<file path="config.mk">
export PLATFORM = sky130hd
export DESIGN_NAME = scrambled_radix64_text_codec
export DESIGN_NICKNAME = d
export VERILOG_FILES = /design/src/rtl/core/sr64_pkg.sv /design/src/rtl/core/scrambled_radix64_text_codec.sv /design/src/rtl/core/sr64_front.sv /design/src/rtl/core/sr64_job_fifo.sv /design/src/rtl/core/sr64_back.sv
export SDC_FILE = /design/constraint.sdc
export NUM_CORES = 1
export LEC_CHECK = 0
export ABC_AREA = 1
export BUFFER_PORTS_ARGS = -buffer_cell sky130_fd_sc_hd__buf_2
export CAP_MARGIN = 10
export CORE_ASPECT_RATIO = 0.5
export CORE_MARGIN = 2
export CORE_UTILIZATION = 65
export CTS_BUF_LIST = sky130_fd_sc_hd__clkbuf_4 sky130_fd_sc_hd__clkbuf_8
export DETAILED_ROUTE_END_ITERATION = 7
export MAX_ROUTING_LAYER = met4
export PLACE_DENSITY = 0.84
export SYNTH_ARGS = -nofsm -noshare
export SYNTH_HDL_FRONTEND = slang
export SYNTH_SLANG_ARGS = --single-unit
</file>
<file path="constraint.sdc">
create_clock -name clk -period 8.4 [get_ports clk]
set_input_delay 1.26 -clock clk [delete_from_list [all_inputs] [get_ports clk]]
set_output_delay 1.26 -clock clk [all_outputs]
set_load 0.005 [all_outputs]
</file>
<file path="src/rtl/core/sr64_pkg.sv">
`timescale 1ns / 1ps
`default_nettype none
// ----------------------------------------------------------------------------
// sr64_pkg
// Shared types, constants and helpers for the radix-64 text codec.
// ----------------------------------------------------------------------------
package sr64_pkg;

	localparam logic [7:0]  HDR_B0    = 8'h57;
	localparam logic [7:0]  HDR_B1    = 8'hEC;
	localparam logic [7:0]  HDR_B2    = 8'hFF;
	localparam logic [7:0]  DIGIT_OFS = 8'h30;
	localparam logic [7:0]  SCR_MASK  = 8'h50;
	localparam logic [5:0]  DIGIT_MSK = 6'h3F;

	localparam logic [1:0]  STAT_OK     = 2'd0;
	localparam logic [1:0]  STAT_SHORT  = 2'd1;
	localparam logic [1:0]  STAT_PREFIX = 2'd2;
	localparam logic [1:0]  STAT_LEN    = 2'd3;

	localparam logic [1:0]  REG_MODE = 2'd0;
	localparam logic [1:0]  REG_SCR  = 2'd1;
	localparam logic [1:0]  REG_LEN  = 2'd2;

	localparam logic [24:0] COUNT_MAX   = 25'h1FF_FFFF;
	localparam logic [24:0] MIN_CHARS   = 25'd12;
	localparam logic [24:0] HDR_CHARS   = 25'd8;
	localparam logic [24:0] PREFIX_LEN  = 25'd4;

	typedef struct packed {
		logic        hdr;
		logic [23:0] hdr_len;
		logic        grp;
		logic        grp_last;
		logic [23:0] bytes;
		logic [1:0]  nbytes;
		logic        stat;
		logic [1:0]  stat_val;
	} job_t;

	typedef enum logic [2:0] {
		BK_IDLE,
		BK_HDR,
		BK_GRP,
		BK_RAW,
		BK_STAT
	} bk_state_t;

	function automatic logic [7:0] digit_char(input logic [5:0] d);
		return {2'b00, d} + DIGIT_OFS;
	endfunction

	function automatic logic [7:0] prefix_char(input logic [1:0] idx);
		logic [7:0] c;
		case (idx)
			2'd0: c = 8'h45;
			2'd1: c = 8'h6E;
			2'd2: c = 8'h63;
			default: c = 8'h6F;
		endcase
		return c;
	endfunction

endpackage

`default_nettype wire

</file>
<file path="src/rtl/core/scrambled_radix64_text_codec.sv">
`timescale 1ns / 1ps
`default_nettype none
// ----------------------------------------------------------------------------
// scrambled_radix64_text_codec
// Radix-64 text codec with byte scrambler and length header; APB registers.
// ----------------------------------------------------------------------------
// The front part takes one input word per cycle while the two-entry job queue
// has room; the back part sends one output word per cycle while the output
// port takes them, and loads each job in its idle state first. Encoding: a
// three-byte group gives four characters, the first byte of a message adds
// the eight header characters. Decoding: four characters in, up to three
// bytes out per group; the last character of a message adds a closing status
// word. The output port paces the block. Registers: mode at 0x0 (writing
// it restarts the message), scramble_enable at 0x4, message_length at 0x8;
// write them only while idle.
module scrambled_radix64_text_codec (
	input  wire logic         clk,
	input  wire logic         arst_n,
	input  wire logic         psel,
	input  wire logic         penable,
	input  wire logic         pwrite,
	input  wire logic [3:0]   paddr,
	input  wire logic [31:0]  pwdata,
	output logic [31:0]       prdata,
	output logic              pready,
	input  wire logic         push,
	output logic              full,
	input  wire logic [7:0]   data_byte,
	input  wire logic         last_in,
	output logic              empty,
	input  wire logic         pop,
	output logic [7:0]        out_byte,
	output logic              last_out,
	output logic [1:0]        status
);
	import sr64_pkg::*;

	logic        mode_q;
	logic        scr_q;
	logic [23:0] len_q;
	logic        wr;
	logic [1:0]  reg_idx;
	logic        clear;
	logic        accept;
	job_t        fr_job;
	job_t        head_job;
	logic        job_push;
	logic        job_pop;
	logic        q_empty;

	assign pready  = 1'b1;
	assign reg_idx = paddr[3:2];
	assign wr      = psel && penable && pwrite;
	assign clear   = wr && (reg_idx == REG_MODE);
	assign accept  = push && !full;

	always_comb begin
		case (reg_idx)
			REG_MODE: prdata = {31'd0, mode_q};
			REG_SCR:  prdata = {31'd0, scr_q};
			REG_LEN:  prdata = {8'd0, len_q};
			default:  prdata = 32'd0;
		endcase
	end

	always_ff @(posedge clk or negedge arst_n) begin
		if (!arst_n) begin
			mode_q <= 1'b0;
			scr_q  <= 1'b1;
			len_q  <= 24'd1;
		end else if (wr) begin
			case (reg_idx)
				REG_MODE: mode_q <= pwdata[0];
				REG_SCR:  scr_q  <= pwdata[0];
				REG_LEN:  len_q  <= pwdata[23:0];
				default:  mode_q <= mode_q;
			endcase
		end
	end

	sr64_front u_front (
		.clk             (clk),
		.arst_n          (arst_n),
		.accept          (accept),
		.data_byte       (data_byte),
		.last_in         (last_in),
		.mode            (mode_q),
		.scramble_enable (scr_q),
		.message_length  (len_q),
		.clear           (clear),
		.job             (fr_job),
		.job_push        (job_push)
	);

	sr64_job_fifo u_fifo (
		.clk    (clk),
		.arst_n (arst_n),
		.push   (job_push),
		.din    (fr_job),
		.pop    (job_pop),
		.dout   (head_job),
		.full   (full),
		.empty  (q_empty)
	);

	sr64_back u_back (
		.clk       (clk),
		.arst_n    (arst_n),
		.job       (head_job),
		.job_valid (!q_empty),
		.job_pop   (job_pop),
		.out_byte  (out_byte),
		.last_out  (last_out),
		.status    (status),
		.empty     (empty),
		.pop       (pop)
	);

endmodule

`default_nettype wire

</file>
<file path="src/rtl/core/sr64_front.sv">
`timescale 1ns / 1ps
`default_nettype none
// ----------------------------------------------------------------------------
// sr64_front
// Takes one input word per cycle while accept is high, tracks message state
// and builds a job describing the output words that the word causes.
// ----------------------------------------------------------------------------
module sr64_front (
	input  wire logic         clk,
	input  wire logic         arst_n,
	input  wire logic         accept,
	input  wire logic [7:0]   data_byte,
	input  wire logic         last_in,
	input  wire logic         mode,
	input  wire logic         scramble_enable,
	input  wire logic [23:0]  message_length,
	input  wire logic         clear,
	output sr64_pkg::job_t    job,
	output logic              job_push
);
	import sr64_pkg::*;

	logic [24:0] byte_count_q, n_bc;
	logic [17:0] group_hold_q, n_hold;
	logic [1:0]  group_pos_q, n_pos;
	logic        header_sent_q, n_header_sent;
	logic        prefix_ok_q, n_prefix_ok;
	logic [23:0] dec_len_q, n_dec_len;
	logic [23:0] emitted_q, n_emitted;

	logic [7:0]  scr;
	logic [7:0]  enc_b;
	logic        done;
	logic [7:0]  dig8;
	logic [5:0]  dig;
	logic [23:0] d;
	logic [23:0] rem;
	logic [24:0] m;
	logic [25:0] tq;
	logic [25:0] dl26;
	logic        len_ok;
	logic        clr_msg;

	always_comb begin
		n_bc          = byte_count_q;
		n_hold        = group_hold_q;
		n_pos         = group_pos_q;
		n_header_sent = header_sent_q;
		n_prefix_ok   = prefix_ok_q;
		n_dec_len     = dec_len_q;
		n_emitted     = emitted_q;
		job           = '0;
		clr_msg       = 1'b0;
		scr           = scramble_enable ? SCR_MASK : 8'h00;
		enc_b         = data_byte ^ scr;
		done          = 1'b0;
		dig8          = data_byte - DIGIT_OFS;
		dig           = dig8[5:0] & DIGIT_MSK;
		d             = {group_hold_q, dig};
		rem           = dec_len_q - emitted_q;
		m             = '0;
		tq            = '0;
		dl26          = '0;
		len_ok        = 1'b0;
		if (!mode) begin
			job.hdr     = (byte_count_q == '0) && !header_sent_q;
			job.hdr_len = message_length;
			if (job.hdr) begin
				n_header_sent = 1'b1;
			end
			n_bc = byte_count_q + 25'd1;
			done = n_bc >= {1'b0, message_length};
			if (group_pos_q == 2'd2) begin
				job.grp      = 1'b1;
				job.bytes    = {group_hold_q[15:0], enc_b};
				job.grp_last = done;
				n_hold       = '0;
				n_pos        = 2'd0;
			end else begin
				n_hold = {2'b00, group_hold_q[7:0], enc_b};
				n_pos  = group_pos_q + 2'd1;
			end
			if (done) begin
				if (n_pos == 2'd1) begin
					job.grp      = 1'b1;
					job.bytes    = {n_hold[7:0], 16'h0000};
					job.grp_last = 1'b1;
				end else if (n_pos == 2'd2) begin
					job.grp      = 1'b1;
					job.bytes    = {n_hold[15:0], 8'h00};
					job.grp_last = 1'b1;
				end
				clr_msg = 1'b1;
			end
		end else begin
			if (byte_count_q < PREFIX_LEN) begin
				if (data_byte != prefix_char(byte_count_q[1:0])) begin
					n_prefix_ok = 1'b0;
				end
			end else if (group_pos_q == 2'd3) begin
				if (!header_sent_q) begin
					n_dec_len     = d;
					n_header_sent = 1'b1;
				end else if (prefix_ok_q && (emitted_q < dec_len_q)) begin
					job.nbytes = (rem >= 24'd3) ? 2'd3 : rem[1:0];
					job.bytes  = d ^ {scr, scr, scr};
					n_emitted  = emitted_q + {22'd0, job.nbytes};
				end
				n_hold = '0;
				n_pos  = 2'd0;
			end else begin
				n_hold = {group_hold_q[11:0], dig};
				n_pos  = group_pos_q + 2'd1;
			end
			if (byte_count_q != COUNT_MAX) begin
				n_bc = byte_count_q + 25'd1;
			end
			if (last_in) begin
				// count == 4*ceil(len/3) + 8, checked without a divider
				m      = n_bc - HDR_CHARS;
				tq     = {2'b00, m[24:2], 1'b0} + {3'b000, m[24:2]};
				dl26   = {2'b00, n_dec_len};
				len_ok = (n_bc >= HDR_CHARS) && (m[1:0] == 2'b00) &&
					(tq >= dl26) && (tq < dl26 + 26'd3);
				job.stat = 1'b1;
				if (n_bc < MIN_CHARS) begin
					job.stat_val = STAT_SHORT;
				end else if (!n_prefix_ok) begin
					job.stat_val = STAT_PREFIX;
				end else if (!len_ok) begin
					job.stat_val = STAT_LEN;
				end else begin
					job.stat_val = STAT_OK;
				end
				clr_msg = 1'b1;
			end
		end
		if (clr_msg) begin
			n_bc          = '0;
			n_hold        = '0;
			n_pos         = 2'd0;
			n_header_sent = 1'b0;
			n_prefix_ok   = 1'b1;
			n_dec_len     = '0;
			n_emitted     = '0;
		end
		job_push = accept && (job.hdr || job.grp || (job.nbytes != 2'd0) || job.stat);
	end

	always_ff @(posedge clk or negedge arst_n) begin
		if (!arst_n) begin
			byte_count_q  <= '0;
			group_hold_q  <= '0;
			group_pos_q   <= 2'd0;
			header_sent_q <= 1'b0;
			prefix_ok_q   <= 1'b1;
			dec_len_q     <= '0;
			emitted_q     <= '0;
		end else if (clear) begin
			byte_count_q  <= '0;
			group_hold_q  <= '0;
			group_pos_q   <= 2'd0;
			header_sent_q <= 1'b0;
			prefix_ok_q   <= 1'b1;
			dec_len_q     <= '0;
			emitted_q     <= '0;
		end else if (accept) begin
			byte_count_q  <= n_bc;
			group_hold_q  <= n_hold;
			group_pos_q   <= n_pos;
			header_sent_q <= n_header_sent;
			prefix_ok_q   <= n_prefix_ok;
			dec_len_q     <= n_dec_len;
			emitted_q     <= n_emitted;
		end
	end

endmodule

`default_nettype wire

</file>
<file path="src/rtl/core/sr64_job_fifo.sv">
`timescale 1ns / 1ps
`default_nettype none
// ----------------------------------------------------------------------------
// sr64_job_fifo
// Two-entry job queue between the front and back parts.
// ----------------------------------------------------------------------------
module sr64_job_fifo (
	input  wire logic            clk,
	input  wire logic            arst_n,
	input  wire logic            push,
	input  wire sr64_pkg::job_t  din,
	input  wire logic            pop,
	output sr64_pkg::job_t       dout,
	output logic                 full,
	output logic                 empty
);
	import sr64_pkg::*;

	job_t       mem_q [2];
	logic       wr_ptr_q;
	logic       rd_ptr_q;
	logic [1:0] count_q;
	logic       do_pop;

	assign full   = (count_q == 2'd2);
	assign empty  = (count_q == 2'd0);
	assign dout   = mem_q[rd_ptr_q];
	assign do_pop = pop && !empty;

	always_ff @(posedge clk) begin
		if (push) begin
			mem_q[wr_ptr_q] <= din;
		end
	end

	always_ff @(posedge clk or negedge arst_n) begin
		if (!arst_n) begin
			wr_ptr_q <= 1'b0;
			rd_ptr_q <= 1'b0;
			count_q  <= 2'd0;
		end else begin
			if (push) begin
				wr_ptr_q <= !wr_ptr_q;
			end
			if (do_pop) begin
				rd_ptr_q <= !rd_ptr_q;
			end
			case ({push, do_pop})
				2'b10:   count_q <= count_q + 2'd1;
				2'b01:   count_q <= count_q - 2'd1;
				default: count_q <= count_q;
			endcase
		end
	end

endmodule

`default_nettype wire

</file>
<file path="src/rtl/core/sr64_back.sv">
`timescale 1ns / 1ps
`default_nettype none
// ----------------------------------------------------------------------------
// sr64_back
// Expands queued jobs into output words, one per cycle, into an output
// register that holds while the consumer stalls.
// ----------------------------------------------------------------------------
module sr64_back (
	input  wire logic            clk,
	input  wire logic            arst_n,
	input  wire sr64_pkg::job_t  job,
	input  wire logic            job_valid,
	output logic                 job_pop,
	output logic [7:0]           out_byte,
	output logic                 last_out,
	output logic [1:0]           status,
	output logic                 empty,
	input  wire logic            pop
);
	import sr64_pkg::*;

	bk_state_t       st_q, n_st;
	logic [2:0]      cnt_q, n_cnt;
	logic [7:0]      ob_q;
	logic            lo_q;
	logic [1:0]      sv_q;
	logic            vld_q;

	logic            adv;
	logic            emit;
	logic            fin;
	logic [7:0]      e_byte;
	logic            e_last;
	logic [1:0]      e_stat;
	logic [7:0][5:0] hdr_dig;
	logic [3:0][5:0] grp_dig;
	logic [2:0][7:0] raw_b;

	function automatic bk_state_t next_phase(input job_t j, input bk_state_t cur);
		logic      h;
		logic      g;
		logic      r;
		logic      s;
		bk_state_t nx;
		h = j.hdr && (cur == BK_IDLE);
		g = j.grp && ((cur == BK_IDLE) || (cur == BK_HDR));
		r = (j.nbytes != 2'd0) && (cur != BK_RAW) && (cur != BK_STAT);
		s = j.stat && (cur != BK_STAT);
		if (h) begin
			nx = BK_HDR;
		end else if (g) begin
			nx = BK_GRP;
		end else if (r) begin
			nx = BK_RAW;
		end else if (s) begin
			nx = BK_STAT;
		end else begin
			nx = BK_IDLE;
		end
		return nx;
	endfunction

	assign adv      = !vld_q || pop;
	assign hdr_dig  = {HDR_B0, HDR_B1, HDR_B2, job.hdr_len};
	assign grp_dig  = job.bytes;
	assign raw_b    = job.bytes;
	assign out_byte = ob_q;
	assign last_out = lo_q;
	assign status   = sv_q;
	assign empty    = !vld_q;

	always_comb begin
		n_st    = st_q;
		n_cnt   = cnt_q;
		emit    = 1'b0;
		fin     = 1'b0;
		e_byte  = 8'h00;
		e_last  = 1'b0;
		e_stat  = STAT_OK;
		job_pop = 1'b0;
		case (st_q)
			BK_IDLE: begin
				if (job_valid) begin
					n_st  = next_phase(job, BK_IDLE);
					n_cnt = 3'd0;
				end
			end
			BK_HDR: begin
				emit   = 1'b1;
				e_byte = digit_char(hdr_dig[3'd7 - cnt_q]);
				fin    = (cnt_q == 3'd7);
			end
			BK_GRP: begin
				emit   = 1'b1;
				e_byte = digit_char(grp_dig[2'd3 - cnt_q[1:0]]);
				fin    = (cnt_q[1:0] == 2'd3);
				e_last = job.grp_last && fin;
			end
			BK_RAW: begin
				emit   = 1'b1;
				e_byte = raw_b[2'd2 - cnt_q[1:0]];
				fin    = (cnt_q[1:0] == job.nbytes - 2'd1);
			end
			BK_STAT: begin
				emit   = 1'b1;
				e_last = 1'b1;
				e_stat = job.stat_val;
				fin    = 1'b1;
			end
			default: begin
				n_st = BK_IDLE;
			end
		endcase
		if (emit && adv) begin
			n_cnt = cnt_q + 3'd1;
			if (fin) begin
				n_st  = next_phase(job, st_q);
				n_cnt = 3'd0;
				if (n_st == BK_IDLE) begin
					job_pop = 1'b1;
				end
			end
		end
	end

	always_ff @(posedge clk or negedge arst_n) begin
		if (!arst_n) begin
			st_q  <= BK_IDLE;
			cnt_q <= 3'd0;
			vld_q <= 1'b0;
		end else begin
			st_q  <= n_st;
			cnt_q <= n_cnt;
			if (adv) begin
				vld_q <= emit;
			end
		end
	end

	always_ff @(posedge clk) begin
		if (emit && adv) begin
			ob_q <= e_byte;
			lo_q <= e_last;
			sv_q <= e_stat;
		end
	end

endmodule

`default_nettype wire
</file>
==> results.ini <==
[clock_network]
cts_root_buf = clkbuf_8
cts.sinks = 255
cts_buffer_depth = 3
post-cts-setup-buffers = 0
h-tree-depth = 2
cts_resized = 0
clk_pin_slew_worst_paths_ns = 0.07
cts_inserted_buffers = 38
clock_latency_ns = 0.57
cts_tree = yes
cts-hold-fix-buffers = 0

[die]
fp.dieH_um = 126
ioPinCount = 98
initial_utilization_pct = 66.4
num_rows = 44
core-area_sq_um = 29100
dieArea_sq_um = 31200
die_w_um = 248

[synthesis]
synth_cell_types = 70
synth.largest_area_cell = edfxtp_1
ys.flop_type = dfrtp_1
synth_area_sq_um = 19300
post-synth-top-area-fraction_pct = 19.1
async_flop_share_pct = 51.8
yosys_warnings = 0
yosys-top-cells-area = edfxtp_1 19%, dfrtp_1 17%, nand2_1 10%
yosysSeqAreaShare_pct = 36.2
synth_edf_count = 123
syn_inst = 2553
ys_ff_latch = 255
syn_area_per_cell_sq_um = 7.57

[layout]
areaGrowthSynthToFinish_pct = 7.24
layout-drive-gt1-share_pct = 9.68
nNetsFinal = 2796
final-instance-count-excl-fill = 3025
fillers = 2412
post-route-util_pct = 71.2

[detailed_routing]
drtIter0Drc = 2171
wl_mm = 58.1
ant_nets = 0
vias_per_cell = 6.19
wire_per_inst_um = 19.2
vias = 18728
drtPass1Iterations = 6
drcViolationCount = 0

[global_route]
grtUsageMet2_pct = 57.7
grt_max_degree = 70
top_usage_layer = met2
use_met3_pct = 8.03
grt_pass1_vias = 17320
grt_usage_pct = 38.5
grt_use_met1_pct = 53.8
antenna_found_initial = 1
grt_pass1_wl_mm = 91.7
grt-ovfl-total = 0

[hold_path]
hp-class = reg -> reg
hold_path_end = u_front.dec_len_q[0]$_DFFE_PN0P_
hold_start = u_front.dec_len_q[0]$_DFFE_PN0P_
hold_depth = 2

[timing]
finalSetupTns_ns = 0
finalMaxSlewViolations = 0
fmax_ghz = 0.133
rsz0062_at_grt = false
fin_crit_ns = 7.50
setup_viol = 0
timing.slew.headroom_pct = 24.9
hold_viol = 0
fin_skew_ns = 0.0170
worst_pin_slew_ns = 1.12
min_period_over_period_pct = 89.2

[worst_setup_path]
cpPeakStageDelay_ns = 0.52
cpMaxStageDelayCell = dfrtp_1
regToRegStartpoint = u_front.byte_count_q[0]$_DFFE_PN0P_
r2r_slack_ns = 0.90
cp_data_required_time_ns = 8.72
crit_arrival_ns = 7.82
rr_worst_depth = 34
crit_type = reg -> reg
critPathMaxFanout = 31
start_kind = register
worst_setup_path_end_kind = register
rr_endpoint = u_fifo.mem_q[0][1]$_DFFE_PP_

[place]
port_buffers = 78
place_congestion = 0.977
placed_cells = 2954
dp.final_hpwl_mm = 43.4

[run_status]
status = finished clean

[flow_run]
cap_violations = 0

[worst max-delay path: cells and delay by family (launching register included)]
family	cells	cell delay, ns
AND/OR/NAND/NOR	15	2.65
AO/OA/AOI/OAI	11	2.02
adder cells (fa/ha/maj)	4	1.30
flip-flops	1	0.52
XOR/XNOR	2	0.51
buffers and inverters	2	0.24
[per-layer routing]
layer  up-vias  routed length [um]
met5         -                   0
met4         0                1330
met3       130                6460
met2       999               25600
met1      8811               24800
li1       8788                   -
[kinds of logic after synthesis]
| kind of cell | Yosys count | share of synthesized area (%) |
|---|---|---|
| and+or+nand+nor | 1180 | 26.5 |
| AOI/OAI and AO/OA | 505 | 15.5 |
| buffers and inverters | 364 | 7.59 |
| DFF | 255 | 36.2 |
| adders and majority gates | 141 | 9.20 |
| xor gates and xnor gates | 89 | 4.07 |
| muxes | 17 | 0.880 |
| other | 2 | 0.0388 |
[through the flow]
| stage | instance area (sq um) | setup slack [ns] | hold WS [ns] |
|---|---|---|---|
| final | 20700 | 0.904 | 0.489 |
| after global routing | 20700 | 0.429 | 0.510 |
| after CTS | 20700 | 1.16 | 0.490 |
| after detailed placement | 19900 | 1.21 | 0.477 |
| after global placement | 19900 | 1.30 | 0.467 |
| after floorplan | 19400 | 2.58 | 0.451 |
[state kept, by name, summed over array words and instances, names as in the netlist, 8 cells and up]
signal                flops
u_front.group_hold_q     18
len_q                    24
u_front.emitted_q        24
u_back.out_byte           8
u_front.byte_count_q     25
u_front.dec_len_q        24
u_fifo.mem_q            112
[cell usage in the layout, fill, tap and decap left out, types with 7 or more instances in the layout]
cell        n
nor2_2     18
o31ai_1    30
edfxtp_1  123
o21ai_1    26
clkbuf_4   21
dfrtp_1   128
ha_1      139
nor2_4      9
o22ai_1    44
a21oi_2    10
mux2i_1    17
xor2_1     61
a21o_1      7
inv_2      11
o21ai_0   170
conb_1      9
xnor2_1    27
nand2_2    14
clkbuf_8   44
or2_2      11
a221oi_1    8
nand2_1   525
a21oi_1   128
nand4_1    51
a211oi_1    8
o211ai_1    9
nand3_1   140
a22oi_1    19
nor4_1     12
nor3_1     40
buf_4      12
buf_2      77
a32o_1      7
inv_1     261
a31oi_1     9
nor2_1    328
[how the worst max path moves through the flow]
| stage | startpoint | endpoint | slack (ns) | cells past startpoint |
|---|---|---|---|---|
| after floorplan | u_front.byte_count_q[0]$_DFFE_PN0P_ | u_fifo.mem_q[1][0]$_DFFE_PP_ | 2.58 | 21 |
| after global placement | u_front.byte_count_q[0]$_DFFE_PN0P_ | u_fifo.mem_q[0][1]$_DFFE_PP_ | 1.30 | 34 |
| after detailed placement | u_front.byte_count_q[0]$_DFFE_PN0P_ | u_fifo.mem_q[1][1]$_DFFE_PP_ | 1.21 | 33 |
| after CTS | u_front.byte_count_q[0]$_DFFE_PN0P_ | u_fifo.mem_q[0][1]$_DFFE_PP_ | 1.16 | 33 |
| after global routing | u_front.byte_count_q[0]$_DFFE_PN0P_ | u_fifo.mem_q[0][1]$_DFFE_PP_ | 0.43 | 34 |
| final | u_front.byte_count_q[0]$_DFFE_PN0P_ | u_fifo.mem_q[0][1]$_DFFE_PP_ | 0.90 | 34 |
[area by class of cell]
type | instances | area (sq um) | share of cell area, %
clock inverters | 5 | 38.8 | 0.187
flip-flops and latches | 255 | 7000 | 33.8
clock buffers | 65 | 763 | 3.68
repair buffers | 90 | 487 | 2.35
inverters | 277 | 1040 | 5.01
multi-input cells | 1941 | 10900 | 52.6
well taps | 391 | 489 | 2.36
diodes | 1 | 2.50 | 0.0121
[Yosys cell counts, drive strengths merged (17+ instances only)]
cell / n
nor3: 43
nor2: 355
xnor2: 27
nand3: 145
nand4: 52
ha: 139
inv: 272
clkbuf: 52
o21ai: 197
buf: 35
a21oi: 139
a22oi: 19
xor2: 62
o31ai: 30
edfxtp: 123
mux2i: 17
dfrtp: 129
o22ai: 44
nand2: 541
Power is not shown: default switching activity piles up to over one toggle a cycle in this logic, so the estimate is an artifact.
